$ cat src/hw/rtl/ihs_pkg.sv
`default_nettype none
package ihs_pkg;

  // JPEG segment walker phases
  localparam logic [3:0] PH_MARK       = 4'd0;
  localparam logic [3:0] PH_TYPE       = 4'd1;
  localparam logic [3:0] PH_LEN_HI     = 4'd2;
  localparam logic [3:0] PH_LEN_LO     = 4'd3;
  localparam logic [3:0] PH_SKIP       = 4'd4;
  localparam logic [3:0] PH_PREC       = 4'd5;
  localparam logic [3:0] PH_H_HI       = 4'd6;
  localparam logic [3:0] PH_H_LO       = 4'd7;
  localparam logic [3:0] PH_W_HI       = 4'd8;
  localparam logic [3:0] PH_W_LO       = 4'd9;
  localparam logic [3:0] PH_DONE       = 4'd10;
  localparam logic [3:0] PH_ERR        = 4'd11;
  localparam logic [3:0] PH_SOF_LEN_HI = 4'd12;
  localparam logic [3:0] PH_SOF_LEN_LO = 4'd13;

  // Result status codes
  localparam logic [2:0] ST_OK          = 3'd0;
  localparam logic [2:0] ST_UNSUPPORTED = 3'd1;
  localparam logic [2:0] ST_BAD_MARKER  = 3'd2;
  localparam logic [2:0] ST_NO_SIZE     = 3'd3;
  localparam logic [2:0] ST_TOO_LARGE   = 3'd4;

  // Format codes
  localparam logic [1:0] FMT_NONE = 2'd0;
  localparam logic [1:0] FMT_PNG  = 2'd1;
  localparam logic [1:0] FMT_JPEG = 2'd2;

  // JPEG error codes
  localparam logic [1:0] JERR_NONE     = 2'd0;
  localparam logic [1:0] JERR_NO_FF    = 2'd1;
  localparam logic [1:0] JERR_SHORT_LEN = 2'd2;

  // Marker and signature bytes
  localparam logic [7:0] BYTE_FF  = 8'hFF;
  localparam logic [7:0] BYTE_SOI = 8'hD8;
  localparam logic [7:0] BYTE_EOI = 8'hD9;
  localparam logic [7:0] BYTE_SOF0 = 8'hC0;
  localparam logic [7:0] BYTE_SOF1 = 8'hC1;
  localparam logic [7:0] BYTE_SOF2 = 8'hC2;

  // Byte positions
  localparam logic [4:0] POS_SIG_END  = 5'd8;
  localparam logic [4:0] POS_JPEG_MIN = 5'd2;
  localparam logic [4:0] POS_W_START  = 5'd16;
  localparam logic [4:0] POS_H_START  = 5'd20;
  localparam logic [4:0] POS_SAT      = 5'd24;

  typedef struct packed {
    logic [3:0]  phase;
    logic [15:0] skip;
    logic [1:0]  err;
  } walk_state_t;

  typedef struct packed {
    logic h_hi;
    logic h_lo;
    logic w_hi;
    logic w_lo;
  } dim_load_t;

  typedef struct packed {
    logic [30:0] height;
    logic [30:0] width;
    logic [1:0]  format;
    logic [2:0]  status;
  } result_t;

  localparam walk_state_t WALK_RESET = '{phase: PH_MARK, skip: 16'd0, err: JERR_NONE};

  function automatic logic [7:0] png_sig_byte(input logic [2:0] idx);
    logic [7:0] v;
    case (idx)
      3'd0:    v = 8'h89;
      3'd1:    v = 8'h50;
      3'd2:    v = 8'h4E;
      3'd3:    v = 8'h47;
      3'd4:    v = 8'h0D;
      3'd5:    v = 8'h0A;
      3'd6:    v = 8'h1A;
      3'd7:    v = 8'h0A;
      default: v = 8'h00;
    endcase
    return v;
  endfunction

endpackage
`default_nettype wire

$ cat src/hw/rtl/ihs_jpeg_walk.sv
`default_nettype none
module ihs_jpeg_walk (
  input  wire logic                 en,
  input  wire logic [7:0]           byte_in,
  input  wire ihs_pkg::walk_state_t cur,
  output ihs_pkg::walk_state_t      nxt,
  output ihs_pkg::dim_load_t        load
);
  import ihs_pkg::*;

  logic [15:0] len;
  logic [15:0] skip_dec;

  assign len      = {cur.skip[7:0], byte_in};
  assign skip_dec = cur.skip - 16'd1;

  always_comb begin
    nxt  = cur;
    load = '0;
    if (en) begin
      case (cur.phase)
        PH_MARK: begin
          if (byte_in != BYTE_FF) begin
            nxt.err   = JERR_NO_FF;
            nxt.phase = PH_ERR;
          end else begin
            nxt.phase = PH_TYPE;
          end
        end
        PH_TYPE: begin
          if (byte_in == BYTE_SOF0 || byte_in == BYTE_SOF1 || byte_in == BYTE_SOF2) begin
            nxt.phase = PH_SOF_LEN_HI;
          end else begin
            nxt.phase = PH_LEN_HI;
          end
        end
        PH_LEN_HI: begin
          nxt.skip  = {8'd0, byte_in};
          nxt.phase = PH_LEN_LO;
        end
        PH_LEN_LO: begin
          if (len < 16'd2) begin
            nxt.err   = JERR_SHORT_LEN;
            nxt.phase = PH_ERR;
            nxt.skip  = 16'd0;
          end else begin
            nxt.skip  = len - 16'd2;
            nxt.phase = (len == 16'd2) ? PH_MARK : PH_SKIP;
          end
        end
        PH_SKIP: begin
          nxt.skip = skip_dec;
          if (skip_dec == 16'd0) begin
            nxt.phase = PH_MARK;
          end
        end
        PH_SOF_LEN_HI: nxt.phase = PH_SOF_LEN_LO;
        PH_SOF_LEN_LO: nxt.phase = PH_PREC;
        PH_PREC:       nxt.phase = PH_H_HI;
        PH_H_HI: begin
          load.h_hi = 1'b1;
          nxt.phase = PH_H_LO;
        end
        PH_H_LO: begin
          load.h_lo = 1'b1;
          nxt.phase = PH_W_HI;
        end
        PH_W_HI: begin
          load.w_hi = 1'b1;
          nxt.phase = PH_W_LO;
        end
        PH_W_LO: begin
          load.w_lo = 1'b1;
          nxt.phase = PH_DONE;
        end
        default: begin
          nxt = cur;
        end
      endcase
    end
  end

endmodule
`default_nettype wire

$ cat src/hw/rtl/ihs_classify.sv
`default_nettype none
module ihs_classify (
  input  wire logic                 png_match,
  input  wire logic                 jpeg_match,
  input  wire logic [4:0]           pos,
  input  wire logic [15:0]          recent,
  input  wire ihs_pkg::walk_state_t walk,
  input  wire logic [31:0]          width_val,
  input  wire logic [31:0]          height_val,
  output ihs_pkg::result_t          res
);
  import ihs_pkg::*;

  always_comb begin
    res.status = ST_UNSUPPORTED;
    res.format = FMT_NONE;
    res.width  = 31'd0;
    res.height = 31'd0;
    if (png_match && pos >= POS_SIG_END) begin
      res.format = FMT_PNG;
      if (pos < POS_SAT) begin
        res.status = ST_NO_SIZE;
      end else if (width_val[31] || height_val[31]) begin
        res.status = ST_TOO_LARGE;
      end else begin
        res.status = ST_OK;
        res.width  = width_val[30:0];
        res.height = height_val[30:0];
      end
    end else if (jpeg_match && pos >= POS_JPEG_MIN && recent == {BYTE_FF, BYTE_EOI}) begin
      res.format = FMT_JPEG;
      if (walk.err != JERR_NONE) begin
        res.status = ST_BAD_MARKER;
      end else if (walk.phase != PH_DONE || width_val == 32'd0 || height_val == 32'd0) begin
        res.status = ST_NO_SIZE;
      end else begin
        res.status = ST_OK;
        res.width  = width_val[30:0];
        res.height = height_val[30:0];
      end
    end
  end

endmodule
`default_nettype wire

$ cat src/hw/rtl/image_header_size_sniffer.sv
`default_nettype none
// The result of a file is registered and appears on the output in the cycle after the beat carrying tlast.
// Throughput: one byte beat per cycle; the per-byte state update is a single registered pass.
// The input stalls only while a finished result waits in the output register untaken.
// Reset: synchronous, active low on rst_n; clears the parser state and the output valid.
// After every final byte the parser returns to its reset state, ready for the next file.
module image_header_size_sniffer (
  input  wire logic        clk,
  input  wire logic        rst_n,
  // in_tdata: [7:0] byte_value
  input  wire logic [7:0]  in_tdata,
  input  wire logic        in_tlast,   // last_byte
  input  wire logic        in_tvalid,
  output logic             in_tready,
  // out_tdata: [2:0] status, [4:3] format, [35:5] image_width,
  //            [66:36] image_height, [71:67] zero
  output logic [71:0]      out_tdata,
  output logic             out_tvalid,
  input  wire logic        out_tready
);
  import ihs_pkg::*;

  // Parser state, all updated in one pass per accepted byte beat.
  logic [4:0]  pos_r, pos_nxt;
  logic        png_r, png_nxt;
  logic        jpg_r, jpg_nxt;
  walk_state_t walk_r, walk_nxt;
  logic [31:0] wid_r, wid_nxt;
  logic [31:0] hgt_r, hgt_nxt;
  logic [15:0] recent_r, recent_nxt;

  // Output register
  logic        out_valid_r;
  result_t     out_res_r;

  logic        in_fire;
  logic        walk_en;
  logic        png_cap;
  dim_load_t   load;
  result_t     res;

  // A new beat is taken whenever the output register is empty or being drained.
  assign in_tready = !out_valid_r || out_tready;
  assign in_fire   = in_tvalid && in_tready;

  // Signature tracking. The PNG signature covers the first eight bytes; the JPEG start of
  // image marker covers the first two.
  always_comb begin
    png_nxt = png_r;
    jpg_nxt = jpg_r;
    if (pos_r < POS_SIG_END && in_tdata != png_sig_byte(pos_r[2:0])) begin
      png_nxt = 1'b0;
    end
    if (pos_r == 5'd0 && in_tdata != BYTE_FF) begin
      jpg_nxt = 1'b0;
    end
    if (pos_r == 5'd1 && in_tdata != BYTE_SOI) begin
      jpg_nxt = 1'b0;
    end
  end

  // The segment walker runs on every byte from offset two while the file still looks
  // like a JPEG.
  assign walk_en = jpg_r && (pos_r >= POS_JPEG_MIN);

  ihs_jpeg_walk u_walk (
    .en      (walk_en),
    .byte_in (in_tdata),
    .cur     (walk_r),
    .nxt     (walk_nxt),
    .load    (load)
  );

  // PNG width and height are shifted in big-endian from offsets 16 to 23. The same
  // registers hold the 16-bit JPEG dimensions; a file can only ever match one format
  // beyond its first byte, so the two never compete.
  assign png_cap = png_nxt && (pos_r >= POS_W_START) && (pos_r < POS_SAT);

  always_comb begin
    wid_nxt = wid_r;
    hgt_nxt = hgt_r;
    if (png_cap) begin
      if (pos_r < POS_H_START) begin
        wid_nxt = {wid_r[23:0], in_tdata};
      end else begin
        hgt_nxt = {hgt_r[23:0], in_tdata};
      end
    end
    if (load.h_hi) begin
      hgt_nxt = {16'd0, in_tdata, 8'd0};
    end
    if (load.h_lo) begin
      hgt_nxt = {hgt_r[31:8], hgt_r[7:0] | in_tdata};
    end
    if (load.w_hi) begin
      wid_nxt = {16'd0, in_tdata, 8'd0};
    end
    if (load.w_lo) begin
      wid_nxt = {wid_r[31:8], wid_r[7:0] | in_tdata};
    end
  end

  assign recent_nxt = {recent_r[7:0], in_tdata};
  assign pos_nxt    = (pos_r < POS_SAT) ? pos_r + 5'd1 : pos_r;

  // The verdict is formed from the state as it stands after the current byte.
  ihs_classify u_classify (
    .png_match  (png_nxt),
    .jpeg_match (jpg_nxt),
    .pos        (pos_nxt),
    .recent     (recent_nxt),
    .walk       (walk_nxt),
    .width_val  (wid_nxt),
    .height_val (hgt_nxt),
    .res        (res)
  );

  always_ff @(posedge clk) begin
    if (!rst_n) begin
      pos_r    <= 5'd0;
      png_r    <= 1'b1;
      jpg_r    <= 1'b1;
      walk_r   <= WALK_RESET;
      wid_r    <= 32'd0;
      hgt_r    <= 32'd0;
      recent_r <= 16'd0;
    end else if (in_fire) begin
      if (in_tlast) begin
        pos_r    <= 5'd0;
        png_r    <= 1'b1;
        jpg_r    <= 1'b1;
        walk_r   <= WALK_RESET;
        wid_r    <= 32'd0;
        hgt_r    <= 32'd0;
        recent_r <= 16'd0;
      end else begin
        pos_r    <= pos_nxt;
        png_r    <= png_nxt;
        jpg_r    <= jpg_nxt;
        walk_r   <= walk_nxt;
        wid_r    <= wid_nxt;
        hgt_r    <= hgt_nxt;
        recent_r <= recent_nxt;
      end
    end
  end

  // Output register: loaded by the final byte of a file, emptied when the result is taken.
  always_ff @(posedge clk) begin
    if (!rst_n) begin
      out_valid_r <= 1'b0;
    end else if (in_fire && in_tlast) begin
      out_valid_r <= 1'b1;
    end else if (out_tready) begin
      out_valid_r <= 1'b0;
    end
  end

  always_ff @(posedge clk) begin
    if (in_fire && in_tlast) begin
      out_res_r <= res;
    end
  end

  assign out_tvalid = out_valid_r;
  assign out_tdata  = {5'd0, out_res_r};

  // A final byte always leaves a result waiting in the next cycle.
  a_last_gives_result: assert property (@(posedge clk) disable iff (!rst_n)
    (in_fire && in_tlast) |=> out_valid_r)
    else $error("final byte did not produce a result");

  // The parser is back at the start of a file after its final byte.
  a_last_resets_parser: assert property (@(posedge clk) disable iff (!rst_n)
    (in_fire && in_tlast) |=> (pos_r == 5'd0 && png_r && jpg_r))
    else $error("parser state not cleared after final byte");

  // The byte counter saturates.
  a_pos_saturates: assert property (@(posedge clk) disable iff (!rst_n)
    pos_r <= POS_SAT)
    else $error("byte position beyond saturation");

  // Past the first byte a file can look like at most one format.
  a_one_format: assert property (@(posedge clk) disable iff (!rst_n)
    (png_r && jpg_r) |-> (pos_r == 5'd0))
    else $error("both signatures still match after the first byte");

  // A recorded walker error parks the walker.
  a_err_parks: assert property (@(posedge clk) disable iff (!rst_n)
    (walk_r.err != JERR_NONE) |-> (walk_r.phase == PH_ERR))
    else $error("walker error without error phase");

  // Dimensions are given only with an ok status.
  a_dims_only_ok: assert property (@(posedge clk) disable iff (!rst_n)
    (out_valid_r && out_res_r.status != ST_OK) |->
      (out_res_r.width == 31'd0 && out_res_r.height == 31'd0))
    else $error("dimensions reported with a failing status");

endmodule
`default_nettype wire

$ cat config.mk
export PLATFORM = sky130hd
export DESIGN_NAME = image_header_size_sniffer
export DESIGN_NICKNAME = d
export VERILOG_FILES = /design/src/hw/rtl/ihs_pkg.sv /design/src/hw/rtl/ihs_jpeg_walk.sv /design/src/hw/rtl/ihs_classify.sv /design/src/hw/rtl/image_header_size_sniffer.sv
export SDC_FILE = /design/constraint.sdc
export NUM_CORES = 1
export LEC_CHECK = 0
export BUFFER_PORTS_ARGS = -buffer_cell sky130_fd_sc_hd__buf_2
export CORE_UTILIZATION = 50
export CTS_BUF_LIST = sky130_fd_sc_hd__clkbuf_8
export DETAILED_ROUTE_END_ITERATION = 7
export PLACE_DENSITY = 0.71
export SYNTH_ARGS = -nofsm -noshare
export SYNTH_HDL_FRONTEND = slang
export SYNTH_SLANG_ARGS = --single-unit
$ cat constraint.sdc
create_clock -name clk -period 2.8 [get_ports clk]
set_input_delay 0.14 -clock clk [delete_from_list [all_inputs] [get_ports clk]]
set_output_delay 0.14 -clock clk [all_outputs]
set_load 0.05 [all_outputs]
Word-level counts from Yosys, hierarchy flattened
Memory sizes are Yosys's and may differ from the RTL's. A register that Yosys moved wholly into a read port is not among the register bits.
Cells that the tools add are included.
Storage, ports and cells
  flip-flop bits (word level): 169
  bits in latches: 0
  memory bits (writable): 0
  memory bits (read-only): 56
  input port bits: 13
  output and inout bits: 74
  memories: 1
Operators by class
  add/sub/neg operators: 3
  multiply operators: 0
  divide/modulo/power cells: 0
  order comparisons: 9
  equal/unequal tests: 21
  shifts and indexed selects: 0
  mux-type cells: 49
  bitwise gates (word level): 2
  reductions and logical operators: 28
Memory list
  (name not given): depth 8, bits a word 7, rd ports 1, clocked after Yosys merged registers in 1, write ports 0, RTL line ihs_pkg.sv:76  | case (idx)
Operators with widths (count)
  32-bit two-way mux: 10
  62-bit two-way mux: 4
  67-bit two-way mux: 2
  32-bit zero test: 2
  16-bit case mux with 3 select lines: 1
  4-bit case mux with 12 select lines: 1
  22-bit two-way mux: 2
  8-bit == test, second input constant: 3
  20-bit two-way mux: 1
  3-bit two-way mux: 6
  16-bit == test, second input constant: 1
  16-bit by 2-bit == test with 1-bit output, second input constant: 1
  4-bit by 3-bit == test with 1-bit output, second input constant: 4
  4-bit == test, second input constant: 4
  16-bit zero test: 1
  16-bit by 2-bit < comparator with 1-bit output, second input constant: 1
  4-bit two-way mux: 4
  8-bit != test, second input constant: 2
  8-bit bitwise OR: 2
  16-bit by 1-bit subtractor with 16-bit output, second input constant: 1
  16-bit by 2-bit subtractor with 16-bit output, second input constant: 1
  5-bit < comparator, second input constant: 3
  1-bit logical AND: 11
  1-bit two-way mux: 11
  other kinds (21): 33

Depth between registers and ports, before layout
  word-level depth: 15
  depth in mapped cells: 13

Hierarchy
Synthesis repeated with hierarchy kept, for this count alone.
Unflattened totals
  cell total of the unflattened synthesis: 1013
  area total of the unflattened synthesis: 9410.3 um2
By module, submodules not included
  image_header_size_sniffer: instances 1, cells each 669, area an instance 7245.7 um2, sequential area each 4194.0 um2
  ihs_jpeg_walk: instances 1, cells each 228, area an instance 1390.1 um2, sequential area each 0.0 um2
  ihs_classify: instances 1, cells each 116, area an instance 774.5 um2, sequential area each 0.0 um2

Worst setup path before layout
Ideal clock, no wire load.
  path type: register to register
  start point: register out_valid_r (netlist: out_tvalid)
  end point: register out_res_r (netlist bit out_tdata[0]), enable pin
  library setup time: 0.421 ns
  arrival time: 2.824 ns
  data required time: 2.379 ns
  path slack: -0.445 ns
  stages on the path, launching flop included: 6
  clock period less this slack: 3.245 ns
  cell sequence: dfxtp_1 nand2b_1 and2_1 clkbuf_1 nand2_1 inv_1
Between the ends
  longest elaborated chain between the ends: 4
RTL lines
  from (decl): RTL line image_header_size_sniffer.sv:33  | logic out_valid_r;
  from (signal assigned): RTL line image_header_size_sniffer.sv:151  | out_valid_r <= 1'b0;
  from (signal assigned): RTL line image_header_size_sniffer.sv:153  | out_valid_r <= 1'b1;
  from (signal assigned): RTL line image_header_size_sniffer.sv:155  | out_valid_r <= 1'b0;
  1-bit zero test: RTL line image_header_size_sniffer.sv:43  | assign in_tready = !out_valid_r || out_tready;
  1-bit logical OR: RTL line image_header_size_sniffer.sv:43
  via in_tready: RTL line image_header_size_sniffer.sv:14  | output logic in_tready,
  1-bit logical AND: RTL line image_header_size_sniffer.sv:44  | assign in_fire = in_tvalid && in_tready;
  1-bit logical AND: RTL line image_header_size_sniffer.sv:160  | if (in_fire && in_tlast) begin
  to (signal assigned): RTL line image_header_size_sniffer.sv:161  | out_res_r <= res;
  to (decl): RTL line image_header_size_sniffer.sv:34  | result_t out_res_r;
The timed path passes the listed nets, and every way through them passes these cells.
A chain may end at the register's enable or synchronous reset.

==> out/summary.md <==
The run finished, with violations left. The checks that failed: negative setup slack. For the worst ir drop on vdd, the log shows 0.273 mV. The final net count was 1414; the post-synthesis register bit count was 176. Of all flip-flops after synthesis, the portion carrying an async set or reset was 0%.

The logs give 0.48 ns for the worst-skew pair later-pin latency and 176 for the clock net sink count. The number of buffers and inverters on the critical path is 7. Cells with a size suffix above 1 make up 33.1% of the layout. Traced cell by cell, the critical path runs through buf_6, buf_6, nand4b_1, buf_4, mux2i_2, mux2_4, nand4_1, nor4_1, buf_4, a211oi_2, buf_4, a21oi_4, buf_12, clkbuf_16, nor4_2. OpenSTA, run right after detailed placement, puts the worst setup slack at -0.439 ns. The first-pass GRT wire length came out at 50600 microns. The starting density of the core was 51.7%. The tools report the proportion of synthesized chip area in sequential cells as 41.0%. The depth of the most critical reg-to-reg path was 15; the die area was 0.0210 sq mm. After synthesis, the mean cell area works out to 8.93 sq um. STA puts the critical path data required time at 3.02 ns. The endpoint of the worst hold-timing path was wid_r[5]. The residual antenna-violating net count after detailed routing was 0; the total power divided by cell area was 388 mW/mm^2. The fmax was 328 MHz.

STA classifies the critical path endpoint as a register. Summed over all layers, the routed wires come to 32300 microns. For the pin with the worst max-slew slack, the measured transition is 0.551 ns. The number of slew-limit violations in the final report came out at 0.

The biggest area consumer among synthesized cells is sky130_fd_sc_hd__dfxtp_1. Setup repair after global routing could not meet its margin everywhere. In this run the horizontal extent of the chip is 145 microns. The critical path in this run is classified as reg2reg. STA puts the critical path data arrival time at 3.27 ns. Leaving out filler cells and counting taps, the final layout contains 1668. The layout-stage area growth over the synthesis result was 32.1%. The average wire per cell in the routed design is 19.4 microns. Summed over all cells, the static leakage comes to 0.00498 uW. In this run the number of H-tree levels came out at 4. The register-to-register setup slack is -0.25 ns. The portion of the clock cycle consumed by the worst path in the final layout was 109%. Most frequent cell after synthesis: sky130_fd_sc_hd__nand2_1. The top cell type by area accounts for 21.3% of the synthesized area. The most used flip-flop cell after synthesis is sky130_fd_sc_hd__dfxtp_1. The die is 145 microns tall. Along the worst hold path, the cell count comes to 2.

The logs give 10100 for the total via count after detailed routing and 68.3% for the final core area utilization. The highest net fanout along the worst path was 4. Hold path startpoint: rst_n.

Clock-pin slew was measured on the worst setup and hold paths at 0.10 ns. The number of antenna diodes in the final layout is 0. The run gives 62.3% as the worst slew slack as a fraction of its limit. Cell with the largest stage delay on the worst path: sky130_fd_sc_hd__dfxtp_2. Counting every instance in the synthesized netlist gives 1145.

The worst path needs 3.05 ns of the cycle, external delays included. Entering global routing, the biggest net connects 68 pins. Counting along the longest clock path gives a buffer depth of 2. Kind of cell adding the most delay to the critical path: buffers and inverters.

TritonCTS built the clock tree. In this run the cell area of the synthesized design comes to 0.0102 sq mm. Cell occurring most often along the worst timing path: sky130_fd_sc_hd__buf_4. In this run, synthesis inferred 67 flip-flops with an integrated enable.

Pin placement for this block handled 87 I/O pins. The class of the tightest hold or removal check is in2reg. The quantity of I/O buffers inserted on ports is 81. Counting instances in the post-synthesis netlist gives the leading cell types as 130 x sky130_fd_sc_hd__nand2_1, 109 x sky130_fd_sc_hd__dfxtp_1, 86 x sky130_fd_sc_hd__nor2b_1. The core region is 0.0198 sq mm. The final count of hold timing violations came out at 0.

The startpoint kind of the worst setup timing path was a register. Once detailed placement completed, the half-perimeter wirelength came to 21300 microns. The tools report the number of placed cells counting well taps as 1589.

In this run the clock root is driven by a sky130_fd_sc_hd__clkbuf_8. After detailed routing, the number of vias per cell comes to 6.08. The first TritonRoute pass finished after 6 iterations.

The logs give 65 for the total setup violations reported at the end of the flow and 17 for the number of buffers added by the clock tree synthesis step. The worst setup slack after layout was -0.248 ns. Yosys printed 0 warnings.

The via count of the first global-routing pass is 9497. In this run the critical register-to-register path is launched from pos_r[4]. Sorting the synthesized cells by area gives the leading types as sky130_fd_sc_hd__dfxtp_1 21%, sky130_fd_sc_hd__edfxtp_1 20%, sky130_fd_sc_hd__a22oi_1 5.8%.

For the number of max-cap violations, the log shows 0. Biggest cell delay along the critical path: 0.37 ns. For the number of placement rows, the log shows 51. Global routing finished with a remaining overflow of 0.

The first routing iteration left 1017 violations. The capture point of the worst reg-to-reg path is out_tdata[65]. In the routed design, unresolved DRC markers number 0. Initial antenna violation count: 0. Distinct cell type count of the synthesized netlist: 87. Adding up every negative setup slack in the final design gives -9.40 ns. On the final layout, the worst clock skew is 0.0191 ns. The routability congestion estimate was 0.934; the fill cell instance count of the final layout was 1533. For this run, the total global-route usage over all layers was measured as 30.0%.
[cells by family after synthesis]
kind of cell / Yosys count / synth area share, %
adder cells (fa/ha/maj): 11 / 1.35
buffers and inverters: 117 / 5.32
AO/OA/AOI/OAI: 329 / 22.2
XOR/XNOR: 26 / 2.23
other: 1 / 0.0367
multiplexers: 31 / 3.07
AND/OR/NAND/NOR: 454 / 24.8
flip-flops: 176 / 41.0
[cells in the final DEF, fill, tap and decap left out, drive strengths merged, types with 13 or more instances in the layout]
master	n
nor3	29
o22ai	17
clkbuf	21
a21oi	31
nor4	44
o21ai	95
nor2	81
nor2b	86
nand4	13
edfxtp	67
mux2i	28
dfxtp	109
a21boi	14
xnor2	21
inv	23
a22oi	79
buf	318
nand2	132
[how the worst max path moves through the flow]
stage,slack (ns),cells past startpoint,end,startpoint
final,-0.25,15,out_tdata[65],pos_r[4]
after global routing,-0.32,12,out_tdata[52],walk_r[7]
after CTS,-0.23,11,out_tdata[54],walk_r[6]
after detailed placement,-0.44,10,out_tdata[25],jpg_r
after global placement,-0.33,10,out_tdata[28],pos_r[4]
after floorplan,-0.14,12,out_tdata[24],walk_r[3]
[worst register-to-register path: cells and delay by family, from the launching register on]
kind / cells / cell delay [ns]
muxes: 2 / 0.37
buffers and inverters: 7 / 1.12
and+or+nand+nor: 4 / 0.70
DFF: 1 / 0.37
AOI/OAI and AO/OA: 2 / 0.24
[sequential cells by signal (all words and copies together), names as in the netlist, named ones only]
name and count:
hgt_r 32, jpg_r 1, out_tdata 67, out_tvalid 1, png_r 1, pos_r 5, recent_r 8, walk_r 22
wid_r 32
[metrics by stage]
step	power (uW)	hold WS (ns)	area, sq um
4_1_cts	5250	0.165	13100
2_1_floorplan	3140	0.441	10300
3_3_place_gp	3300	0.450	12100
6_report	5250	0.195	13500
3_5_place_dp	3310	0.459	12100
5_1_grt	5410	0.214	13500
[report_power, final]
group / total (uW) / internal, uW / switching, uW
Sequential: 2720 / 2700 / 19.2
Combinational: 546 / 155 / 390
Clock: 1980 / 915 / 1070
[metal layers]
metal / track usage [%] / up-vias / share of wire (%)
li1: - / 4711 / -
met1: 40.1 / 4858 / 42
met2: 48.1 / 482 / 47
met3: 4.94 / 87 / 7.5
met4: 12.3 / 0 / 3.1
met5: 0 / - / 0
[cell type report]
cell class | count | area [sq um] | share of cell area (%)
clock buffer | 17 | 234 | 1.73
clock inverter | 15 | 201 | 1.49
inverter | 16 | 66.3 | 0.491
multi-input combinational | 856 | 5980 | 44.3
sequential | 176 | 4210 | 31.2
tap | 265 | 332 | 2.45
timing repair buffer | 323 | 2490 | 18.4
[what timing repair did]
item	in CTS	in global routing
endpoints found under the setup margin	64	65
hold buffers	1	0
resized for setup	86	44
gates cloned	2	4
hold endpoints to repair	1	0
pin swaps	36	26
setup buffers	33	8
Note: power is estimated with default switching activity, not from simulation.
